[config.mk]
export PLATFORM = sky130hd
export DESIGN_NAME = cppr_ctrl
export DESIGN_NICKNAME = d
export VERILOG_FILES = /design/src/sv/cppr_pkg.sv /design/src/sv/cppr_ctrl.sv
export SDC_FILE = /design/constraint.sdc
export NUM_CORES = 1
export LEC_CHECK = 0
export ABC_AREA = 1
export BUFFER_PORTS_ARGS = -buffer_cell sky130_fd_sc_hd__buf_2
export CAP_MARGIN = 15
export CORE_MARGIN = 3
export CORE_UTILIZATION = 30
export CTS_CLUSTER_DIAMETER = 40
export DETAILED_ROUTE_END_ITERATION = 6
export SYNTH_ARGS = -nofsm -noshare
export SYNTH_HDL_FRONTEND = slang
export SYNTH_SLANG_ARGS = --single-unit
export TNS_END_PERCENT = 1
[constraint.sdc]
create_clock -name clk -period 2.6 [get_ports clk]
set_clock_uncertainty 0.05 [all_clocks]
set_input_delay 0 -clock clk [delete_from_list [all_inputs] [get_ports clk]]
set_output_delay 0 -clock clk [all_outputs]
set_load 0.02 [all_outputs]
[src/sv/cppr_pkg.sv]
`timescale 1ns / 1ps
// Shared types, constants, cosine table and command/status structs.
package cppr_pkg;

	localparam int FRAME_MAX_DEF = 1024;
	localparam int SAMPLE_WIDTH  = 16;
	localparam int STORE_W       = 24;
	localparam int CFG_W         = 32;
	localparam int CFG_IDX_W     = 1;

	localparam logic [CFG_IDX_W-1:0] REG_FRAME_LENGTH = 1'd0;
	localparam logic [CFG_IDX_W-1:0] REG_STEP_PER_HZ  = 1'd1;

	localparam logic [10:0] FRAME_LENGTH_RST = 11'd512;
	localparam logic [31:0] STEP_PER_HZ_RST  = 32'd89478;

	localparam logic [15:0] QUARTER_COS [0:64] = '{
		16'd32768, 16'd32758, 16'd32729, 16'd32679, 16'd32610, 16'd32522, 16'd32413, 16'd32286,
		16'd32138, 16'd31972, 16'd31786, 16'd31581, 16'd31356, 16'd31114, 16'd30853, 16'd30572,
		16'd30274, 16'd29957, 16'd29622, 16'd29269, 16'd28899, 16'd28511, 16'd28106, 16'd27684,
		16'd27246, 16'd26791, 16'd26319, 16'd25833, 16'd25330, 16'd24812, 16'd24279, 16'd23732,
		16'd23170, 16'd22595, 16'd22006, 16'd21403, 16'd20788, 16'd20160, 16'd19520, 16'd18868,
		16'd18205, 16'd17531, 16'd16846, 16'd16151, 16'd15447, 16'd14733, 16'd14010, 16'd13279,
		16'd12540, 16'd11793, 16'd11039, 16'd10279, 16'd9512,  16'd8740,  16'd7962,  16'd7180,
		16'd6393,  16'd5602,  16'd4808,  16'd4011,  16'd3212,  16'd2411,  16'd1608,  16'd804,
		16'd0
	};

	typedef struct packed {
		logic                           kind;
		logic [15:0]                    amp_start;
		logic [15:0]                    amp_end;
		logic [19:0]                    freq_start;
		logic [19:0]                    freq_end;
		logic signed [15:0]             phase_start;
		logic signed [15:0]             phase_end;
		logic signed [SAMPLE_WIDTH-1:0] sample;
	} in_item_t;

	typedef struct packed {
		logic signed [SAMPLE_WIDTH-1:0] residual;
		logic signed [SAMPLE_WIDTH-1:0] synthesis;
	} out_item_t;

	typedef enum logic [4:0] {
		OP_NONE, OP_CLR, OP_W1, OP_W2, OP_WN, OP_FIX, OP_X2A, OP_X2B, OP_E2,
		OP_DVD_GO, OP_DVA_GO, OP_SD_STEP, OP_DVD_END, OP_DVA_END,
		OP_K_INIT, OP_K_MUL1, OP_K_MUL2, OP_K_MUL3, OP_K_DIV, OP_K_PROD,
		OP_K_SUM, OP_K_COS, OP_K_AMP, OP_K_WR, OP_S_RD, OP_S_OUT
	} dp_op_t;

	typedef enum logic [4:0] {
		S_CLR, S_IDLE, S_DEC, S_W1, S_W2, S_WN, S_FIX, S_X2A, S_X2B, S_E2,
		S_DVD_GO, S_DVD_RUN, S_DVD_END, S_DVA_GO, S_DVA_RUN, S_DVA_END,
		S_K_INIT, S_K_MUL1, S_K_MUL2, S_K_MUL3, S_K_DIV, S_K_PROD,
		S_K_SUM, S_K_COS, S_K_AMP, S_K_WR, S_S_RD, S_S_OUT
	} state_t;

	typedef struct packed {
		logic   load;
		dp_op_t op;
	} dp_cmd_t;

	typedef struct packed {
		logic kind;
		logic skip;
		logic sd_last;
		logic kd_last;
		logic k_last;
		logic clr_last;
		logic slot_free;
	} dp_stat_t;

	// quarter wave, 8 bits of linear interpolation
	function automatic logic signed [16:0] quarter(input logic [14:0] pos);
		logic [6:0]  i;
		logic [7:0]  f;
		logic [15:0] a;
		logic [15:0] b;
		logic [17:0] m;
		i = pos[14:8];
		f = pos[7:0];
		if (i >= 7'd64) begin
			return 17'sd0;
		end
		a = QUARTER_COS[i];
		b = QUARTER_COS[i + 7'd1];
		m = 18'(a - b) * 18'(f);
		return $signed(17'(a) - 17'(m[17:8]));
	endfunction

	function automatic logic signed [16:0] cos_turn(input logic [31:0] ph);
		logic [14:0] pos;
		pos = {1'b0, ph[29:16]};
		case (ph[31:30])
			2'd0: return quarter(pos);
			2'd1: return -quarter(15'd16384 - pos);
			2'd2: return -quarter(pos);
			default: return quarter(15'd16384 - pos);
		endcase
	endfunction

endpackage

[src/sv/cppr_ctrl.sv]
`timescale 1ns / 1ps
// Controller: sequences the clearing pass, setup, per-position synthesis and sample output.
module cppr_ctrl import cppr_pkg::*; (
	input  logic     clk,
	input  logic     arst_n,
	input  logic     in_valid,
	output logic     in_ready,
	input  dp_stat_t stat,
	output dp_cmd_t  cmd
);

	state_t state_q;
	state_t state_d;

	always_ff @(posedge clk or negedge arst_n) begin
		if (!arst_n) begin
			state_q <= S_CLR;
		end else begin
			state_q <= state_d;
		end
	end

	always_comb begin
		state_d = state_q;
		case (state_q)
			S_CLR: begin
				if (stat.clr_last) state_d = S_IDLE;
			end
			S_IDLE: begin
				if (in_valid) state_d = S_DEC;
			end
			S_DEC: begin
				if (stat.kind) state_d = S_S_RD;
				else if (stat.skip) state_d = S_IDLE;
				else state_d = S_W1;
			end
			S_W1:      state_d = S_W2;
			S_W2:      state_d = S_WN;
			S_WN:      state_d = S_FIX;
			S_FIX:     state_d = S_X2A;
			S_X2A:     state_d = S_X2B;
			S_X2B:     state_d = S_E2;
			S_E2:      state_d = S_DVD_GO;
			S_DVD_GO:  state_d = S_DVD_RUN;
			S_DVD_RUN: begin
				if (stat.sd_last) state_d = S_DVD_END;
			end
			S_DVD_END: state_d = S_DVA_GO;
			S_DVA_GO:  state_d = S_DVA_RUN;
			S_DVA_RUN: begin
				if (stat.sd_last) state_d = S_DVA_END;
			end
			S_DVA_END: state_d = S_K_INIT;
			S_K_INIT:  state_d = S_K_MUL1;
			S_K_MUL1:  state_d = S_K_MUL2;
			S_K_MUL2:  state_d = S_K_MUL3;
			S_K_MUL3:  state_d = S_K_DIV;
			S_K_DIV: begin
				if (stat.kd_last) state_d = S_K_PROD;
			end
			S_K_PROD:  state_d = S_K_SUM;
			S_K_SUM:   state_d = S_K_COS;
			S_K_COS:   state_d = S_K_AMP;
			S_K_AMP:   state_d = S_K_WR;
			S_K_WR: begin
				if (stat.k_last) state_d = S_IDLE;
				else state_d = S_K_MUL1;
			end
			S_S_RD:    state_d = S_S_OUT;
			S_S_OUT: begin
				if (stat.slot_free) state_d = S_IDLE;
			end
			default:   state_d = S_CLR;
		endcase
	end

	always_comb begin
		in_ready = (state_q == S_IDLE);
		cmd.load = in_ready && in_valid;
		case (state_q)
			S_CLR:     cmd.op = OP_CLR;
			S_W1:      cmd.op = OP_W1;
			S_W2:      cmd.op = OP_W2;
			S_WN:      cmd.op = OP_WN;
			S_FIX:     cmd.op = OP_FIX;
			S_X2A:     cmd.op = OP_X2A;
			S_X2B:     cmd.op = OP_X2B;
			S_E2:      cmd.op = OP_E2;
			S_DVD_GO:  cmd.op = OP_DVD_GO;
			S_DVD_RUN: cmd.op = OP_SD_STEP;
			S_DVD_END: cmd.op = OP_DVD_END;
			S_DVA_GO:  cmd.op = OP_DVA_GO;
			S_DVA_RUN: cmd.op = OP_SD_STEP;
			S_DVA_END: cmd.op = OP_DVA_END;
			S_K_INIT:  cmd.op = OP_K_INIT;
			S_K_MUL1:  cmd.op = OP_K_MUL1;
			S_K_MUL2:  cmd.op = OP_K_MUL2;
			S_K_MUL3:  cmd.op = OP_K_MUL3;
			S_K_DIV:   cmd.op = OP_K_DIV;
			S_K_PROD:  cmd.op = OP_K_PROD;
			S_K_SUM:   cmd.op = OP_K_SUM;
			S_K_COS:   cmd.op = OP_K_COS;
			S_K_AMP:   cmd.op = OP_K_AMP;
			S_K_WR:    cmd.op = OP_K_WR;
			S_S_RD:    cmd.op = OP_S_RD;
			S_S_OUT:   cmd.op = stat.slot_free ? OP_S_OUT : OP_NONE;
			default:   cmd.op = OP_NONE;
		endcase
	end

endmodule

# After elaboration in Yosys (flattened, before gate mapping)
# Index checks and enable logic that the tools add are counted.
classes:
  muxes: 12
  n_mul: 0
  shifts: 0
  n_reduce_logical: 4
  div: 0
  magnitude_cmp: 0
  n_eq_ne: 33
  addsub: 0
  bitwise_logic: 0
op_table:
  columns: ["cell", "n"]
  rows:
  - ["case mux 5 bit (28 select lines)", 1]
  - ["case mux 5 bit (25 select lines)", 1]
  - ["equality test 5 bit, second input constant", 12]
  - ["2-to-1 mux 5 bit", 9]
  - ["equality test 5 x 4 -> 1 bit, second input constant", 8]
  - ["equality test 5 x 3 -> 1 bit, second input constant", 4]
  - ["inequality test 2 bit, second input constant", 6]
  - ["equality test 5 x 2 -> 1 bit, second input constant", 2]
  - ["AND reduction 6 bit", 1]
  - ["equality test 5 x 1 -> 1 bit, second input constant", 1]
  - ["logical NOT 5 bit", 1]
  - ["2-to-1 mux 2 bit", 1]
  - ["OR reduction 2 bit", 1]
  - ["logical AND 1 bit", 1]
totals:
  regBits: 5
  input_bits: 10
  latch_bits: 0
  n_memories: 0
  output_inout_bits: 7
  word_cells: 50
  mem_bits_ro: 0
  ram_bits: 0

# Longest topological paths before layout
# Gate-level depths: netlist of run 1.
logic_depth:
  ltp_word: 3
  ltp_mapped: 10
  depth_no_buf: 9

# Least setup slack after synthesis of run 1
# OpenSTA, ideal clock, no wires.
synth_timing:
  path_type: "register to register"
  startpoint: "register state_q[4]"
  endpoint: "register state_q[0]"
  path_slack_ps: 1296
  stages_incl_launch_ff: 8
  setup_ps: 117
  n_path_buf: 1
  t_required_ps: 2433
  arrival_time_ps: 1137
  synth_period_minus_slack_ps: 1304
  cell_sequence: "dfrtp_1 inv_2 clkbuf_1 nand2_1 o211ai_1 nand4_1 nand2_1 nand2_1"
synth_between:
  elab_chain_cells: 3
  word_cells_on_any_way: 36
  classes_between: "eq/ne: 33; mux: 1; reduce/logical: 2"
synth_rtl:
  columns: ["element", "line_no", "rtl"]
  rows:
  - ["start: declaration", "cppr_ctrl.sv:12", "state_t state_q;"]
  - ["start signal: assignment", "cppr_ctrl.sv:19", "state_q <= state_d;"]
  - ["equality test 5 x 4 -> 1 bit (tied with other cells)", "cppr_ctrl.sv:25", "case (state_q)"]
  - ["inequality test 2 bit (no source line)", null, null]
  - ["AND reduction 6 bit (no source line)", null, null]
# Parallel ways exist; a longest one is shown, timed or not.
# A chain may end at the register's enable or synchronous reset.

==> impl_metrics.json, run 1 <==
{
  "status": "finished, final reports clean",
  "switching_share_pct": 62.6,
  "grt_first_pass_wirelength_um": 4260,
  "wl_per_cell_um": 12.7,
  "largest_reg_flops": 5,
  "reg_top3": "state_q: 5 flops",
  "io_pins": 17,
  "p_comb_share_pct": 75.7,
  "crit_path_cell_trace": "inv_2 > nor2_1 > o211ai_1 > o211ai_1 > buf_2",
  "cts_max_level": 1,
  "yosysWarnings": 0,
  "path_buf_inv": 2,
  "synth_flop_cell": "dfrtp_1",
  "cp_max_fo": 16,
  "drt_iter0_markers": 65,
  "slew_headroom_pct": 64.8,
  "yosysMostFrequentCell": "nand2_1",
  "holdCritPathClass": "input pin to async pin",
  "setup_viol": 0,
  "syn_inst": 157,
  "syn_avg_cell_area_um2": 5.67,
  "cp.depth": 5,
  "ant_nets": 0,
  "critical_path.max_stage_delay_ps": 660,
  "area_growth_pct": 14.5,
  "insertion_delay_ps": 240,
  "crit_family": "flip-flops",
  "post-route-period-util_pct": 76.3,
  "fin_crit_ps": 1980,
  "power_frac_clock_pct": 6.9,
  "drive_gt1_share_pct": 27.0,
  "largest_register": "state_q",
  "die_h_um": 60.5,
  "synth.distinct_cells": 22,
  "synth.largest_area_cell": "nand2_1",
  "reg2reg_depth": 8,
  "switchingPower_uw": 799,
  "synthTopCellsByArea": "nand2_1 21%, dfrtp_1 14%, nor2_1 9.3%",
  "postCtsSetupBuffers": 0,
  "clk_pin_slew_ps": 40,
  "overflow": 0,
  "cts_inserted_buffers": 3,
  "p_int_uw": 477,
  "ir_worst_vdd_uv": 662,
  "clk_path_buf_depth": 2,
  "numClockSinks": 5,
  "portBuffers": 16,
  "syn_area_um2": 890,
  "avgViaCountPerCell": 5.08,
  "power_density_nw_per_um2": 1250,
  "place_congestion": 0.925,
  "pwr-share-seq_pct": 17.4,
  "num_rows": 19,
  "die_x_um": 60.5,
  "arrival_ps": 1930,
  "grt_util_all_layers_pct": 15.4,
  "finalSetupTns_ps": 0,
  "drc": 0,
  "slew_violations": 0,
  "cts_tree": "yes",
  "rsz0062_at_grt": "false",
  "diodes": 0,
  "yosysSeqAreaShare_pct": 14.1,
  "ys_seq_elements": 5,
  "crit_top_cell": "o211ai_1",
  "initial_core_util_pct": 32.0,
  "synth_top_area_share_pct": 20.7,
  "synthArstFlopShare_pct": 100,
  "drt_pre_antenna_iters": 4,
  "power_leakage_nw": 0.585,
  "cts_resized": 0,
  "synth_edf_count": 0,
  "die_area_um2": 3650,
  "cap_violations": 0,
  "finalHoldViolCount": 0,
  "cts_root_buffer": "clkbuf_4",
  "grt_max_degree": 17,
  "max_slew.worst_pin.slew_ps": 527,
  "hpwl_um": 2110,
  "syn_nets": 167,
  "core_area_um2": 2780,
  "cp-end-kind": "output pin",
  "cpMaxStageDelayCell": "dfrtp_1",
  "cp-start-kind": "flop",
  "fmax_mhz": 504,
  "cp.required_ps": 2550,
  "nNetsFinal": 185,
  "holdWs_ps": 46.4,
  "worstSetupPathType": "flop to output pin",
  "drt-total-wl_um": 2600,
  "yosys-top-cells-count": "49 x nand2_1, 22 x nor2_1, 13 x inv_1",
  "vias": 1042,
  "grt_pass1_vias": 965,
  "grt_antenna_before_repair": 0
}
-- power groups by stage --
stage | registers [mW] | logic, mW | clock network (mW)
floorplan | 0.170 | 0.785 | 0
global placement | 0.219 | 0.968 | 0
detailed placement | 0.222 | 0.959 | 0
CTS | 0.221 | 0.962 | 0.0932
global route | 0.231 | 1.08 | 0.102
finish | 0.222 | 0.965 | 0.0882
-- what timing repair did --
| action | in CTS | in global routing |
|---|---|---|
| hold buffers | 1 | 0 |
| setup endpoints to repair | 0 | 0 |
| hold endpoints to repair | 5 | 0 |
-- area by class of cell --
class	instances	area, um2
clock buffer	4	26.3
fill	314	1760
inverter	19	71.3
multi-input combinational	129	667
sequential	5	125
tap	31	38.8
timing repair buffer	17	90.1
-- cell usage in the layout, fill, tap and decap left out --
master         synthesis  routed
a211oi_1               2       2
a21oi_1                4       4
buf_2                  0      16
clkbuf_1               1       1
clkbuf_4               0       3
clkinv_1               1       1
dfrtp_1                5       5
dlygate4sd3_1          0       1
inv_1                 13      13
inv_2                  5       5
nand2_1               49      49
nand2_2                5       5
nand2_4                2       2
nand3_1               12      12
nand3_2                3       3
nand3b_1               2       2
nand4_1                6       6
nand4_2                1       1
nor2_1                22      22
nor2_2                 7       7
nor2_4                 5       5
o2111ai_1              1       1
o211ai_1               3       3
o21ai_0                5       5
-- routing by layer --
metal / GRT usage [%] / wire [um]
met2: 23.1 / 1200
met5: 0 / 0
met1: 21.6 / 1120
met3: 1.91 / 235
met4: 7.74 / 46
-- stage by stage --
| stage | setup slack, ps | instances | instance area, um2 | util, % | power (mW) |
|---|---|---|---|---|---|
| after floorplan | 1300 | 157 | 890 | - | 0.955 |
| after global placement | 916 | 200 | 982 | 35.3 | 1.19 |
| after detailed placement | 894 | 200 | 982 | 35.3 | 1.18 |
| after CTS | 637 | 205 | 1020 | 36.6 | 1.28 |
| after global routing | 425 | 205 | 1020 | 36.6 | 1.41 |
| final | 617 | 205 | 1020 | 36.6 | 1.28 |
-- cells by family after synthesis --
kind of cell           share of synthesized area (%)
buffers and inverters                           11.0
AO/OA/AOI/OAI                                   10.3
AND/OR/NAND/NOR                                 64.7
flip-flops                                      14.1
-- final timing paths --
| check | start | endpoint | slack [ps] |
|---|---|---|---|
| worst max-delay path | state_q[4]$_DFFE_PN0P_ | cmd[4] | 620 |
| worst min-delay path | arst_n | state_q[3]$_DFFE_PN0P_ | 50 |
| worst max register to register | state_q[4]$_DFFE_PN0P_ | state_q[4]$_DFFE_PN0P_ | 860 |
| worst min register to register | state_q[2]$_DFFE_PN0P_ | state_q[2]$_DFFE_PN0P_ | 600 |
| max in group asynchronous | arst_n | state_q[4]$_DFFE_PN0P_ | 2320 |
| min in group clk | stat[5] | state_q[1]$_DFFE_PN0P_ | 140 |
(Power assumes the default switching activity.)
==> run 2: changes to the inputs <==
--- a/config.mk
+++ b/config.mk
@@ -5,7 +5,7 @@
 export SDC_FILE = /design/constraint.sdc
 export NUM_CORES = 1
 export LEC_CHECK = 0
-export ABC_AREA = 1
+export ABC_AREA = 0
 export BUFFER_PORTS_ARGS = -buffer_cell sky130_fd_sc_hd__buf_2
 export CAP_MARGIN = 15
 export CORE_MARGIN = 3
==> constraint.sdc (replaced) <==
create_clock -name clk -period 1.9 [get_ports clk]
set_clock_uncertainty 0.05 [all_clocks]
set_input_delay 0 -clock clk [delete_from_list [all_inputs] [get_ports clk]]
set_output_delay 0 -clock clk [all_outputs]
set_load 0.02 [all_outputs]
==> run 2 against run 1 <==
  * Synthesized cell count is 37% lower
  * Setup slack got worse by 470 ps
  * Non-clock buffer count rose by 8
  * Routed wire length shrank 25%
  * Core utilization increased by 3.0 points
  * First-iteration DRC count fell by 83%
  * Global-route usage shrank 3.3 points
  * Power grew 44%
  * Critical path depth stayed put
  * Critical endpoint is now cmd[0]
  * Combinational power increased by 50%
  * Cell area decreased by 8.2%
==> impl_metrics.json, run 2 <==
{
  "ant_nets": 0,
  "fin_crit_ps": 1750,
  "cts_max_level": 1,
  "vias": 786,
  "final_common_cell": "buf_2",
  "hpwl_um": 1470,
  "diodes": 0,
  "ir_worst_vdd_uv": 943,
  "post-route-period-util_pct": 92.3,
  "cp-start-kind": "flop",
  "synth.largest_area_cell": "dfrtp_1",
  "synthArstFlopShare_pct": 100,
  "yosys-top-cells-count": "8 x a21oi_1, 8 x buf_2, 8 x nor2_1",
  "power_density_nw_per_um2": 1960,
  "gr-usage-met3_pct": 2.26,
  "yosysWarnings": 0,
  "core_area_um2": 2360,
  "holdCritPathClass": "input pin to async pin",
  "worstSetupPathType": "flop to output pin",
  "cts_root_buffer": "clkbuf_4",
  "slew_violations": 0,
  "nNetsFinal": 127,
  "die_area_um2": 3290,
  "final_cell_mix": "16 x buf_2, 8 x nor2_1, 8 x a21oi_1, 8 x buf_4",
  "drt-total-wl_um": 1960,
  "regArea_um2": 125,
  "io_pins": 17,
  "numClockSinks": 5,
  "cts_tree": "yes",
  "power_leakage_nw": 0.410,
  "fillers": 252,
  "reg_top3": "state_q: 5 flops",
  "grtUsageMet1_pct": 16.1,
  "reg2reg_depth": 5,
  "finalHoldViolCount": 0,
  "drt_iter0_markers": 11,
  "num_rows": 17,
  "grt_first_pass_wirelength_um": 3200,
  "fmax_mhz": 570,
  "max_slew.worst_pin.slew_ps": 371,
  "use_met2_pct": 19.2,
  "synth_top_area_share_pct": 15.8,
  "syn_avg_cell_area_um2": 7.99,
  "grt_util_all_layers_pct": 12.1,
  "place_ws_ps": 197,
  "multi_input_area_um2": 583,
  "cts_inserted_buffers": 3,
  "synth.distinct_cells": 46,
  "fin_ws_ps": 147,
  "wl_per_cell_um": 13.6,
  "clk_path_buf_depth": 2,
  "syn_inst": 99,
  "cap_violations": 0,
  "place_congestion": 0.793,
  "slew_headroom_pct": 74.9,
  "syn_area_um2": 791,
  "drive_gt1_share_pct": 31.0,
  "cp_max_fo": 19,
  "insertion_delay_ps": 230,
  "largest_reg_flops": 5,
  "drc": 0,
  "rsz0062_at_grt": "false",
  "top_usage_layer": "met2",
  "area_growth_pct": 18.2,
  "initial_core_util_pct": 33.5,
  "largest_register": "state_q",
  "drt_pre_antenna_iters": 4,
  "grt_antenna_before_repair": 0,
  "cp-end-kind": "output pin",
  "status": "finished, final reports clean",
  "die_h_um": 57.3,
  "finalSetupTns_ps": 0,
  "cp.required_ps": 1850,
  "yosysSeqAreaShare_pct": 15.8,
  "synthTopCellsByArea": "dfrtp_1 16%, mux2_4 5.7%, a21oi_1 5.1%",
  "setup_viol": 0,
  "ys_seq_elements": 5,
  "synth_edf_count": 0,
  "grt_pass1_vias": 696,
  "die_x_um": 57.3,
  "synth_flop_cell": "dfrtp_1",
  "arrival_ps": 1700,
  "avgViaCountPerCell": 5.46,
  "cts_resized": 0,
  "overflow": 0,
  "grt_max_degree": 20,
  "syn_nets": 109,
  "portBuffers": 16,
  "clk_pin_slew_ps": 40
}
## run 2: kinds of logic (layout without fill, tap and decap cells)
kind of cell	after synthesis	after routing	synth area share (%)
DFF	5	5	15.8
xor gates and xnor gates	1	1	1.11
muxes	3	3	5.70
and+or+nand+nor	37	37	32.3
AOI/OAI and AO/OA	37	37	34.7
buffers and inverters	16	33	10.4
## run 2: path summary, 6_finish.rpt
path / startpoint / end / slack, ps
max: state_q[3]$_DFFE_PN0P_ / cmd[0] / 150
min: arst_n / state_q[4]$_DFFE_PN0P_ / 50
max reg2reg: state_q[3]$_DFFE_PN0P_ / state_q[4]$_DFFE_PN0P_ / 200
min reg2reg: state_q[2]$_DFFE_PN0P_ / state_q[2]$_DFFE_PN0P_ / 580
max in group asynchronous: arst_n / state_q[2]$_DFFE_PN0P_ / 1620
min in group clk: stat[6] / state_q[3]$_DFFE_PN0P_ / 270
## run 2: stage by stage
| step | hold WS [ps] | utilization, % | area [um2] | instances | power, mW |
|---|---|---|---|---|---|
| 2_1_floorplan | -346 | - | 791 | 99 | 1.41 |
| 3_3_place_gp | -235 | 38.0 | 898 | 139 | 1.69 |
| 3_5_place_dp | -236 | 38.0 | 898 | 139 | 1.72 |
| 4_1_cts | 56.3 | 39.6 | 935 | 144 | 1.84 |
| 5_1_grt | 56.1 | 39.6 | 935 | 144 | 2.00 |
| 6_report | 53.2 | 39.6 | 935 | 144 | 1.84 |
## run 2: power breakdown
part,switching [mW],total (mW),internal [mW],leakage [nW]
combinational,0.800,1.45,0.655,0.334
sequential,0.101,0.263,0.162,0.0612
clock,0.0393,0.118,0.0791,0.0150
total,0.940,1.84,0.895,0.410
## run 2: final cells by class
| type | count | share of cell area, % |
|---|---|---|
| Tap cell | 28 | 3.75 |
| Clock buffer | 4 | 2.81 |
| Timing Repair Buffer | 25 | 16.1 |
| Sequential cell | 5 | 13.4 |
| Inverter | 4 | 1.61 |
| Multi-Input combinational cell | 78 | 62.4 |
## run 2: critical path, stage by stage, from the launching register on
cell and delay (ps):
dfrtp_1 470, buf_4 270, nor2_1 120, a22o_1 240, a211oi_1 170, buf_2 200
## run 2: metal layers
metal	share of wire [%]	vias to the layer above	routed length, um
li1	-	415	-
met1	51	359	1000
met2	45	12	886
met3	3.7	0	73
met4	0	0	0
met5	0	-	0
## run 2: timing repair
item,CTS,global route
buffers inserted,0,0
hold endpoints to repair,5,0
hold buffers,1,0
